**src/sv/tcce_pkg.sv**
```systemverilog
// ----------------------------------------------------------------------------
// tcce_pkg
// Types and constants shared by the cursor engine controller and datapath.
// ----------------------------------------------------------------------------
package tcce_pkg;

  localparam int CHAR_W  = 8;
  localparam int GLYPH_W = 7;
  localparam int COL_W   = 8;
  localparam int ROW_W   = 6;

  localparam logic [CHAR_W-1:0]  CHR_LF        = 8'd10;
  localparam logic [CHAR_W-1:0]  CHR_CR        = 8'd13;
  localparam logic [CHAR_W-1:0]  CHR_CTRL_MAX  = 8'd31;
  localparam logic [CHAR_W-1:0]  CHR_DEL       = 8'd127;
  localparam logic [GLYPH_W-1:0] GLYPH_CURSOR  = 7'h5F;  // '_'

  typedef enum logic [1:0] {
    OP_ERASE  = 2'd0,
    OP_DRAW   = 2'd1,
    OP_SCROLL = 2'd2,
    OP_BAD    = 2'd3
  } op_t;

  typedef struct packed {
    logic [CHAR_W-1:0] char_code;
    logic              first_of_string;
    logic              last_of_string;
  } in_item_t;

  typedef struct packed {
    op_t                op;
    logic [GLYPH_W-1:0] glyph;
    logic [COL_W-1:0]   cell_col;
    logic [ROW_W-1:0]   cell_row;
    logic               last;
  } out_item_t;

  typedef enum logic [1:0] {
    CLS_PRINT,
    CLS_NEWLINE,
    CLS_DELETE,
    CLS_BAD
  } char_cls_t;

  typedef enum logic [2:0] {
    CUR_HOLD,
    CUR_ADVANCE,
    CUR_NEWLINE,
    CUR_BACK,
    CUR_UPLINE,
    CUR_FETCH,
    CUR_SCROLL
  } cur_op_t;

  typedef enum logic [2:0] {
    S_IDLE,
    S_ERASE,
    S_BYTE,
    S_FETCH,
    S_DELERASE,
    S_SCROLL,
    S_CURSOR,
    S_HALT
  } state_t;

  typedef struct packed {
    logic    load;
    logic    emit;
    op_t     op;
    logic    glyph_cursor;
    logic    last;
    cur_op_t cur;
  } dp_cmd_t;

  typedef struct packed {
    char_cls_t cls;
    logic      first;
    logic      lastb;
    logic      at_bottom;
    logic      at_right;
    logic      col_zero;
    logic      row_zero;
    logic      out_free;
  } dp_stat_t;

endpackage

```
**src/sv/text_console_cursor_engine.sv**
```systemverilog
// ----------------------------------------------------------------------------
// text_console_cursor_engine
// Turns a stream of text bytes into cell drawing commands for a text grid.
// ----------------------------------------------------------------------------
// Usage:
//   in_*  : one text byte per transaction, with string start/end flags.
//   out_* : zero to four drawing commands per byte; 'last' marks the final
//           command of a byte (a newline that does not scroll and has
//           neither string flag gives none).
// Sequencing: the sequencer issues at most one command per cycle; a delete
//   that steps back a line waits on the registered line-end store read, and
//   scrolling rotates the store base. in_ready rises right after the final
//   command is loaded when it is the cursor glyph; otherwise once the
//   sequencer has passed through the cursor state.
// Reset: cursor at (0,0), every line end reads zero, no clearing pass.
// Stall: with out_ready low the engine holds its command and waits; in_ready
//   stays low until the current byte is done. After an unsupported byte the
//   engine drops in_ready until reset.
// ----------------------------------------------------------------------------
module text_console_cursor_engine import tcce_pkg::*; #(
  parameter int COLS = 160,
  parameter int ROWS = 50
) (
  input  logic      clk,
  input  logic      rst_n,
  input  logic      in_valid,
  output logic      in_ready,
  input  in_item_t  in_data,
  output logic      out_valid,
  input  logic      out_ready,
  output out_item_t out_data
);

  dp_cmd_t  cmd;
  dp_stat_t stat;

  tcce_ctrl u_ctrl (
    .clk      (clk),
    .rst_n    (rst_n),
    .in_valid (in_valid),
    .in_ready (in_ready),
    .stat     (stat),
    .cmd      (cmd)
  );

  tcce_dp #(
    .COLS (COLS),
    .ROWS (ROWS)
  ) u_dp (
    .clk       (clk),
    .rst_n     (rst_n),
    .in_data   (in_data),
    .out_ready (out_ready),
    .out_valid (out_valid),
    .out_data  (out_data),
    .cmd       (cmd),
    .stat      (stat)
  );

endmodule

```
**src/sv/tcce_ctrl.sv**
```systemverilog
// ----------------------------------------------------------------------------
// tcce_ctrl
// Sequencer: steps one byte through erase, action, scroll and cursor draw.
// ----------------------------------------------------------------------------
module tcce_ctrl import tcce_pkg::*; (
  input  logic     clk,
  input  logic     rst_n,
  input  logic     in_valid,
  output logic     in_ready,
  input  dp_stat_t stat,
  output dp_cmd_t  cmd
);

  state_t state_r, state_nxt;

  always_ff @(posedge clk) begin
    if (!rst_n) begin
      state_r <= S_IDLE;
    end else begin
      state_r <= state_nxt;
    end
  end

  always_comb begin
    state_nxt        = state_r;
    in_ready         = 1'b0;
    cmd.load         = 1'b0;
    cmd.emit         = 1'b0;
    cmd.op           = OP_ERASE;
    cmd.glyph_cursor = 1'b0;
    cmd.last         = 1'b0;
    cmd.cur          = CUR_HOLD;

    unique case (state_r)
      S_IDLE: begin
        in_ready = 1'b1;
        if (in_valid) begin
          cmd.load  = 1'b1;
          state_nxt = S_ERASE;
        end
      end

      S_ERASE: begin
        if (!stat.first) begin
          state_nxt = S_BYTE;
        end else if (stat.out_free) begin
          cmd.emit  = 1'b1;
          cmd.op    = OP_ERASE;
          // only a newline that neither scrolls nor ends its string leaves nothing behind it
          cmd.last  = (stat.cls == CLS_NEWLINE) && !stat.at_bottom && !stat.lastb;
          state_nxt = S_BYTE;
        end
      end

      S_BYTE: begin
        unique case (stat.cls)
          CLS_PRINT: begin
            if (stat.out_free) begin
              cmd.emit  = 1'b1;
              cmd.op    = OP_DRAW;
              cmd.last  = !(stat.at_right && stat.at_bottom) && !stat.lastb;
              cmd.cur   = CUR_ADVANCE;
              state_nxt = (stat.at_right && stat.at_bottom) ? S_SCROLL : S_CURSOR;
            end
          end
          CLS_NEWLINE: begin
            cmd.cur   = CUR_NEWLINE;
            state_nxt = stat.at_bottom ? S_SCROLL : S_CURSOR;
          end
          CLS_DELETE: begin
            if (!stat.col_zero) begin
              cmd.cur   = CUR_BACK;
              state_nxt = S_DELERASE;
            end else if (!stat.row_zero) begin
              cmd.cur   = CUR_UPLINE;
              state_nxt = S_FETCH;
            end else begin
              state_nxt = S_DELERASE;
            end
          end
          CLS_BAD: begin
            if (stat.out_free) begin
              cmd.emit  = 1'b1;
              cmd.op    = OP_BAD;
              cmd.last  = 1'b1;
              state_nxt = S_HALT;
            end
          end
        endcase
      end

      S_FETCH: begin
        cmd.cur   = CUR_FETCH;
        state_nxt = S_DELERASE;
      end

      S_DELERASE: begin
        if (stat.out_free) begin
          cmd.emit  = 1'b1;
          cmd.op    = OP_ERASE;
          cmd.last  = !stat.lastb;
          state_nxt = S_CURSOR;
        end
      end

      S_SCROLL: begin
        if (stat.out_free) begin
          cmd.emit  = 1'b1;
          cmd.op    = OP_SCROLL;
          cmd.last  = !stat.lastb;
          cmd.cur   = CUR_SCROLL;
          state_nxt = S_CURSOR;
        end
      end

      S_CURSOR: begin
        if (!stat.lastb) begin
          state_nxt = S_IDLE;
        end else if (stat.out_free) begin
          cmd.emit         = 1'b1;
          cmd.op           = OP_DRAW;
          cmd.glyph_cursor = 1'b1;
          cmd.last         = 1'b1;
          state_nxt        = S_IDLE;
        end
      end

      S_HALT: begin
        state_nxt = S_HALT;
      end
    endcase
  end

endmodule

```
**src/sv/tcce_dp.sv**
```systemverilog
// ----------------------------------------------------------------------------
// tcce_dp
// Datapath: item register, cursor, line-end store and result register.
// ----------------------------------------------------------------------------
module tcce_dp import tcce_pkg::*; #(
  parameter int COLS = 160,
  parameter int ROWS = 50
) (
  input  logic      clk,
  input  logic      rst_n,
  input  in_item_t  in_data,
  input  logic      out_ready,
  output logic      out_valid,
  output out_item_t out_data,
  input  dp_cmd_t   cmd,
  output dp_stat_t  stat
);

  localparam int RA_W = (ROWS > 1) ? $clog2(ROWS) : 1;
  localparam logic [COL_W-1:0] COL_MAX  = COL_W'(COLS - 1);
  localparam logic [ROW_W-1:0] ROW_MAX  = ROW_W'(ROWS - 1);
  localparam logic [RA_W:0]    ROWS_A   = (RA_W + 1)'(ROWS);
  localparam logic [RA_W-1:0]  BASE_MAX = RA_W'(ROWS - 1);

  in_item_t         item_r;
  logic [COL_W-1:0] col_r, col_nxt;
  logic [ROW_W-1:0] row_r, row_nxt;
  logic [RA_W-1:0]  base_r, base_nxt;
  logic             out_valid_r;
  out_item_t        out_data_r;

  // line-end store, kept as a ring: logical row r lives at (base + r) mod ROWS
  logic [COL_W-1:0] mem [ROWS];
  logic [ROWS-1:0]  mem_vld_r;
  logic [COL_W-1:0] rd_data_r;
  logic             rd_vld_r;
  logic             wr_en;
  logic [RA_W-1:0]  wr_addr;
  logic [COL_W-1:0] wr_data;
  logic [RA_W-1:0]  rd_addr;

  logic [RA_W-1:0]  row_idx, row_up_idx;
  logic [RA_W:0]    sum_cur, sum_up;
  logic [RA_W-1:0]  phys_cur, phys_up;
  logic [COL_W-1:0] rd_val;
  char_cls_t        cls;

  // classify the held byte
  always_comb begin
    if (item_r.char_code > CHR_CTRL_MAX && item_r.char_code < CHR_DEL) begin
      cls = CLS_PRINT;
    end else if (item_r.char_code == CHR_LF || item_r.char_code == CHR_CR) begin
      cls = CLS_NEWLINE;
    end else if (item_r.char_code == CHR_DEL) begin
      cls = CLS_DELETE;
    end else begin
      cls = CLS_BAD;
    end
  end

  always_comb begin
    row_idx    = row_r[RA_W-1:0];
    row_up_idx = (row_r == '0) ? '0 : row_idx - RA_W'(1);
    sum_cur    = {1'b0, base_r} + {1'b0, row_idx};
    sum_up     = {1'b0, base_r} + {1'b0, row_up_idx};
    phys_cur   = (sum_cur >= ROWS_A) ? RA_W'(sum_cur - ROWS_A) : sum_cur[RA_W-1:0];
    phys_up    = (sum_up >= ROWS_A) ? RA_W'(sum_up - ROWS_A) : sum_up[RA_W-1:0];
    rd_val     = rd_vld_r ? rd_data_r : '0;
  end

  always_comb begin
    stat.cls       = cls;
    stat.first     = item_r.first_of_string;
    stat.lastb     = item_r.last_of_string;
    stat.at_bottom = (row_r == ROW_MAX);
    stat.at_right  = (col_r == COL_MAX);
    stat.col_zero  = (col_r == '0);
    stat.row_zero  = (row_r == '0);
    stat.out_free  = !out_valid_r || out_ready;
  end

  // cursor and store update
  always_comb begin
    col_nxt  = col_r;
    row_nxt  = row_r;
    base_nxt = base_r;
    wr_en    = 1'b0;
    wr_addr  = phys_cur;
    wr_data  = '0;
    rd_addr  = phys_up;
    case (cmd.cur)
      CUR_ADVANCE: begin
        wr_en   = 1'b1;
        wr_data = col_r;
        if (col_r == COL_MAX) begin
          col_nxt = '0;
          if (row_r != ROW_MAX) row_nxt = row_r + ROW_W'(1);
        end else begin
          col_nxt = col_r + COL_W'(1);
        end
      end
      CUR_NEWLINE: begin
        col_nxt = '0;
        if (row_r != ROW_MAX) row_nxt = row_r + ROW_W'(1);
      end
      CUR_BACK: begin
        col_nxt = col_r - COL_W'(1);
        wr_en   = 1'b1;
        wr_data = col_r - COL_W'(1);
      end
      CUR_UPLINE: begin
        wr_en   = 1'b1;
        row_nxt = row_r - ROW_W'(1);
      end
      CUR_FETCH: begin
        col_nxt = (rd_val > COL_MAX) ? COL_MAX : rd_val;
      end
      CUR_SCROLL: begin
        // old top row becomes the cleared bottom row
        wr_en    = 1'b1;
        wr_addr  = base_r;
        base_nxt = (base_r == BASE_MAX) ? '0 : base_r + RA_W'(1);
      end
      default: begin
      end
    endcase
  end

  always_ff @(posedge clk) begin
    if (wr_en) mem[wr_addr] <= wr_data;
    rd_data_r <= mem[rd_addr];
  end

  always_ff @(posedge clk) begin
    if (!rst_n) begin
      mem_vld_r <= '0;
      rd_vld_r  <= 1'b0;
    end else begin
      if (wr_en) mem_vld_r[wr_addr] <= 1'b1;
      rd_vld_r <= mem_vld_r[rd_addr];
    end
  end

  always_ff @(posedge clk) begin
    if (!rst_n) begin
      col_r  <= '0;
      row_r  <= '0;
      base_r <= '0;
    end else begin
      col_r  <= col_nxt;
      row_r  <= row_nxt;
      base_r <= base_nxt;
    end
  end

  always_ff @(posedge clk) begin
    if (cmd.load) item_r <= in_data;
  end

  // result register
  always_ff @(posedge clk) begin
    if (!rst_n) begin
      out_valid_r <= 1'b0;
    end else if (cmd.emit) begin
      out_valid_r <= 1'b1;
    end else if (out_ready) begin
      out_valid_r <= 1'b0;
    end
  end

  always_ff @(posedge clk) begin
    if (cmd.emit) begin
      out_data_r.op   <= cmd.op;
      out_data_r.last <= cmd.last;
      if (cmd.op == OP_DRAW) begin
        out_data_r.glyph <= cmd.glyph_cursor ? GLYPH_CURSOR
                                             : item_r.char_code[GLYPH_W-1:0];
      end else begin
        out_data_r.glyph <= '0;
      end
      if (cmd.op == OP_SCROLL) begin
        out_data_r.cell_col <= '0;
        out_data_r.cell_row <= ROW_MAX;
      end else begin
        out_data_r.cell_col <= col_r;
        out_data_r.cell_row <= row_r;
      end
    end
  end

  assign out_valid = out_valid_r;
  assign out_data  = out_data_r;

endmodule

```
**config.mk**
```make
export PLATFORM = sky130hd
export DESIGN_NAME = text_console_cursor_engine
export DESIGN_NICKNAME = d
export VERILOG_FILES = /design/src/sv/tcce_pkg.sv /design/src/sv/text_console_cursor_engine.sv /design/src/sv/tcce_ctrl.sv /design/src/sv/tcce_dp.sv
export SDC_FILE = /design/constraint.sdc
export NUM_CORES = 1
export LEC_CHECK = 0
export BUFFER_PORTS_ARGS = -buffer_cell sky130_fd_sc_hd__clkbuf_2
export CAP_MARGIN = 20
export CORE_MARGIN = 2
export CORE_UTILIZATION = 50
export DETAILED_ROUTE_END_ITERATION = 16
export MAX_ROUTING_LAYER = met4
export PLACE_DENSITY = 0.65
export SYNTH_ARGS = -nofsm -noshare
export SYNTH_HDL_FRONTEND = slang
export SYNTH_HIERARCHICAL = 1
export SYNTH_SLANG_ARGS = --single-unit
```
**constraint.sdc**
```tcl
create_clock -name clk -period 5 [get_ports clk]
set_clock_uncertainty 0.05 [all_clocks]
set_input_delay 0.5 -clock clk [delete_from_list [all_inputs] [get_ports clk]]
set_output_delay 0.5 -clock clk [all_outputs]
set_load 0.1 [all_outputs]
```
==> impl_metrics.toml <==
[synthesis]
synth_area_leaders = "edfxtp_1 56%, mux4_2 12%, dfxtp_1 7.2%"
synth_top_area_cell = "edfxtp_1"
synth_top_area_share_pct = 56.5
ys_ff_latch = 517
ys_warn_count = 6
synthCells = 1590
ys_async_sr_fraction_pct = 0
synth.most_common_cell = "edfxtp_1"
synth_ff_type = "edfxtp_1"
synth.cell_area_um2 = 23100
syn_avg_cell_area_um2 = 14.5
seq_area_frac_synth_pct = 63.7
syn_nets = 1634
yosys-top-cells-count = "434 x edfxtp_1, 127 x nor2_1, 126 x nand2_1"
synth_edf_count = 434
synth_cell_types = 89

[setup_path]
cp.arrival_ns = 5.14
crit_chain = "inv_1, ha_1, and3b_1, nor2_1, ha_4, inv_1, fa_1, xnor2_4, inv_2, ha_2, inv_1, a211o_1, a21bo_2, o31ai_4, nand3_2, nand2_1, buf_4, nor2_1, buf_4, a221oi_1, a31o_1, a21oi_1"
setup.worst_path.end_class = "flop"
cp.required_ns = 5.46
cp_slowest_cell = "fa_1"
cp-endpoint = "u_dp/rd_data_r[1]$_DFF_P_"
r2r-start = "u_dp/row_idx[0]$_SDFFE_PN0P_"
r2r-end = "u_dp/rd_data_r[1]$_DFF_P_"
critical_path.max_stage_delay_ns = 0.46
startpoint = "u_dp/row_idx[0]$_SDFFE_PN0P_"
ff2ff_setup_slack_ns = 0.32
crit_fanout = 22
r2r_cells = 22
startpoint_type = "flop"
cp_common_cell = "inv_1"
critical_path_class = "flop to flop"

[sta]
holdWs_ns = 0.0353
final-hold-violation-count = 0
postLayoutSetupSlackWorst_ns = 0.320
tns_ns = 0
rsz0062_at_grt = "false"
clock.fmax_ghz = 0.214
finalCriticalPeriod_ns = 4.68
slew_headroom_pct = 45.1
worstMarginPinSlew_ns = 0.824
final.period_utilization_pct = 93.6
setup_violations = 0
final-max-slew-violation-count = 0

[flow_run]
drv_cap = 0

[clocking]
clkTransAtPathRegs_ns = 0.06
root_buffer = "clkbuf_16"
cts_buffers = 52
clkLatencyLatePin_ns = 0.62
clock_sinks = 517
cts_tree = "yes"
h-tree-depth = 2
clk_path_buf_depth = 3

[drt]
wl_per_cell_um = 24.2
vias = 14500
drc = 0
drtPass1Iterations = 5
first_iter_violations = 1712
antenna_left = 0
drt_wl_total_mm = 57.0
via_per_inst = 6.16

[layout]
utilization_pct = 58.0
layout-drive-gt1-share_pct = 24.3
final_nets = 1755
areaGrowthSynthToFinish_pct = 14.4
antenna_cells = 0
fin_cells = 2351
num-fill-cells = 3577
fin_area_um2 = 26400

[place]
place_area_um2 = 24600
portBuffers = 39
gp_congestion = 0.894
dp_hpwl_mm = 37.0
pre_cts_slack_ns = 0.119
place_inst = 2250

[grt]
gr-total-overflow = 0
grt_max_degree = 96
grt_pass1_vias = 14000
grt_usage_pct = 25.1
grt_pass1_wl_mm = 87.1
antenna_found_initial = 0

[pwr]
peakVddDrop_mv = 0.566
p_seq_share_pct = 31.4
p_total_mw = 16.3
pwr_density_cell_nw_per_um2 = 619
p_sw_share_pct = 39.0
p_clk_share_pct = 24.0
internal_power_mw = 9.97
p_sw_mw = 6.36
combPwrFrac_pct = 44.6
p_leak_nw = 8.60

[die]
die_area_um2 = 47900
start_util_pct = 50.7
die_y_um = 219
core_area_um2 = 45500
pin_count = 40
die_w_um = 219
rows = 78

[min_path]
hold_path.class = "input pin to flop"

[status]
status = "completed"
-- cell families (layout without fill, tap and decap cells) --
family                     Yosys count  in the layout  synth area share, %
buffers and inverters              124            285                 2.43
xor gates and xnor gates            32             32                 1.21
adders and majority gates           30             30                 1.69
and+or+nand+nor                    457            457                 9.48
AOI/OAI and AO/OA                  271            271                 7.85
muxes                              159            159                 13.6
DFF                                517            517                 63.7
-- cell type report --
class / instances / area (µm²) / share of cell area (%)
sequential: 517 / 14700 / 55.7
multi-input combinational: 949 / 7960 / 30.2
clock buffer: 62 / 1360 / 5.15
timing repair buffer: 158 / 1130 / 4.27
tap: 600 / 751 / 2.84
clock inverter: 32 / 369 / 1.40
inverter: 33 / 124 / 0.469
-- flip-flops by register name, summed over array words and instances, names as in the netlist --
signal and count:
u_ctrl/state_r 3, u_dp/base_r 6, u_dp/col_r 8, u_dp/item_r 8, u_dp/mem 400, u_dp/mem_vld_r 50, u_dp/out_data 24, u_dp/out_valid 1
u_dp/rd_data_r 8, u_dp/rd_vld_r 1, u_dp/row_idx 6, u_dp/stat 2
-- cells in the final DEF, fill, tap and decap left out, drive strengths merged, types with 7 or more instances in the layout --
cell type	Yosys	layout
mux2	9	9
a21o	8	8
xor2	14	14
o211ai	8	8
nor2	128	128
inv	32	33
edfxtp	434	434
a211oi	8	8
nand3	58	58
clkinv	1	23
o21ai	86	86
a31o	9	9
nor3	35	35
dfxtp	83	83
nor4	11	11
a21oi	62	62
nand2b	15	15
mux4	123	123
or2	8	8
xnor2	18	18
buf	45	119
a22oi	21	21
and3	7	7
or3	11	11
nand2	127	127
clkbuf	46	101
mux2i	27	27
o22ai	9	9
ha	28	28
nand4	12	12
and2	17	17
-- timing repair --
action,CTS,global route
endpoints found under the setup margin,0,144
resized for setup,0,10
setup buffers,0,7
hold buffers,0,0
hold endpoints to repair,0,0
-- power groups by stage --
stage,registers [mW],logic [mW],clock network [mW]
floorplan,5.86,4.50,0
global placement,5.21,7.05,0
detailed placement,5.22,7.08,0
CTS,5.12,7.11,3.99
global route,5.15,7.71,4.15
finish,5.13,7.29,3.92
-- critical path, delay by kind of cell, from the launching register on --
| kind | cells | cell delay (ns) |
|---|---|---|
| DFF | 1 | 0.33 |
| xor gates and xnor gates | 1 | 0.22 |
| adders and majority gates | 4 | 1.07 |
| AOI/OAI and AO/OA | 6 | 1.38 |
| buffers and inverters | 6 | 0.79 |
| and+or+nand+nor | 5 | 0.74 |
-- worst min-delay path by stage --
stage | startpoint | to | slack (ns) | cells past startpoint
global route | in_data[8] | u_dp/item_r[8]$_DFFE_PP_ | 0.02 | 1
global placement | u_dp/mem_vld_r[29]$_SDFFE_PN0N_ | u_dp/mem_vld_r[29]$_SDFFE_PN0N_ | 0.38 | 2
detailed placement | u_dp/mem_vld_r[29]$_SDFFE_PN0N_ | u_dp/mem_vld_r[29]$_SDFFE_PN0N_ | 0.38 | 2
CTS | in_data[2] | u_dp/item_r[2]$_DFFE_PP_ | 0.007 | 1
floorplan | u_dp/mem_vld_r[25]$_SDFFE_PN0N_ | u_dp/mem_vld_r[25]$_SDFFE_PN0N_ | 0.37 | 2
finish | in_data[2] | u_dp/item_r[2]$_DFFE_PP_ | 0.04 | 1
-- routing by layer --
| layer | global-route usage, % | part of all wire, % | wire (µm) |
|---|---|---|---|
| met5 | - | 0 | 0 |
| met3 | 4.06 | 7.7 | 4370 |
| met2 | 37.5 | 47 | 26600 |
| met4 | 9.32 | 3.5 | 1990 |
| met1 | 35.0 | 42 | 24000 |
Power figures use the tool's default switching activity.
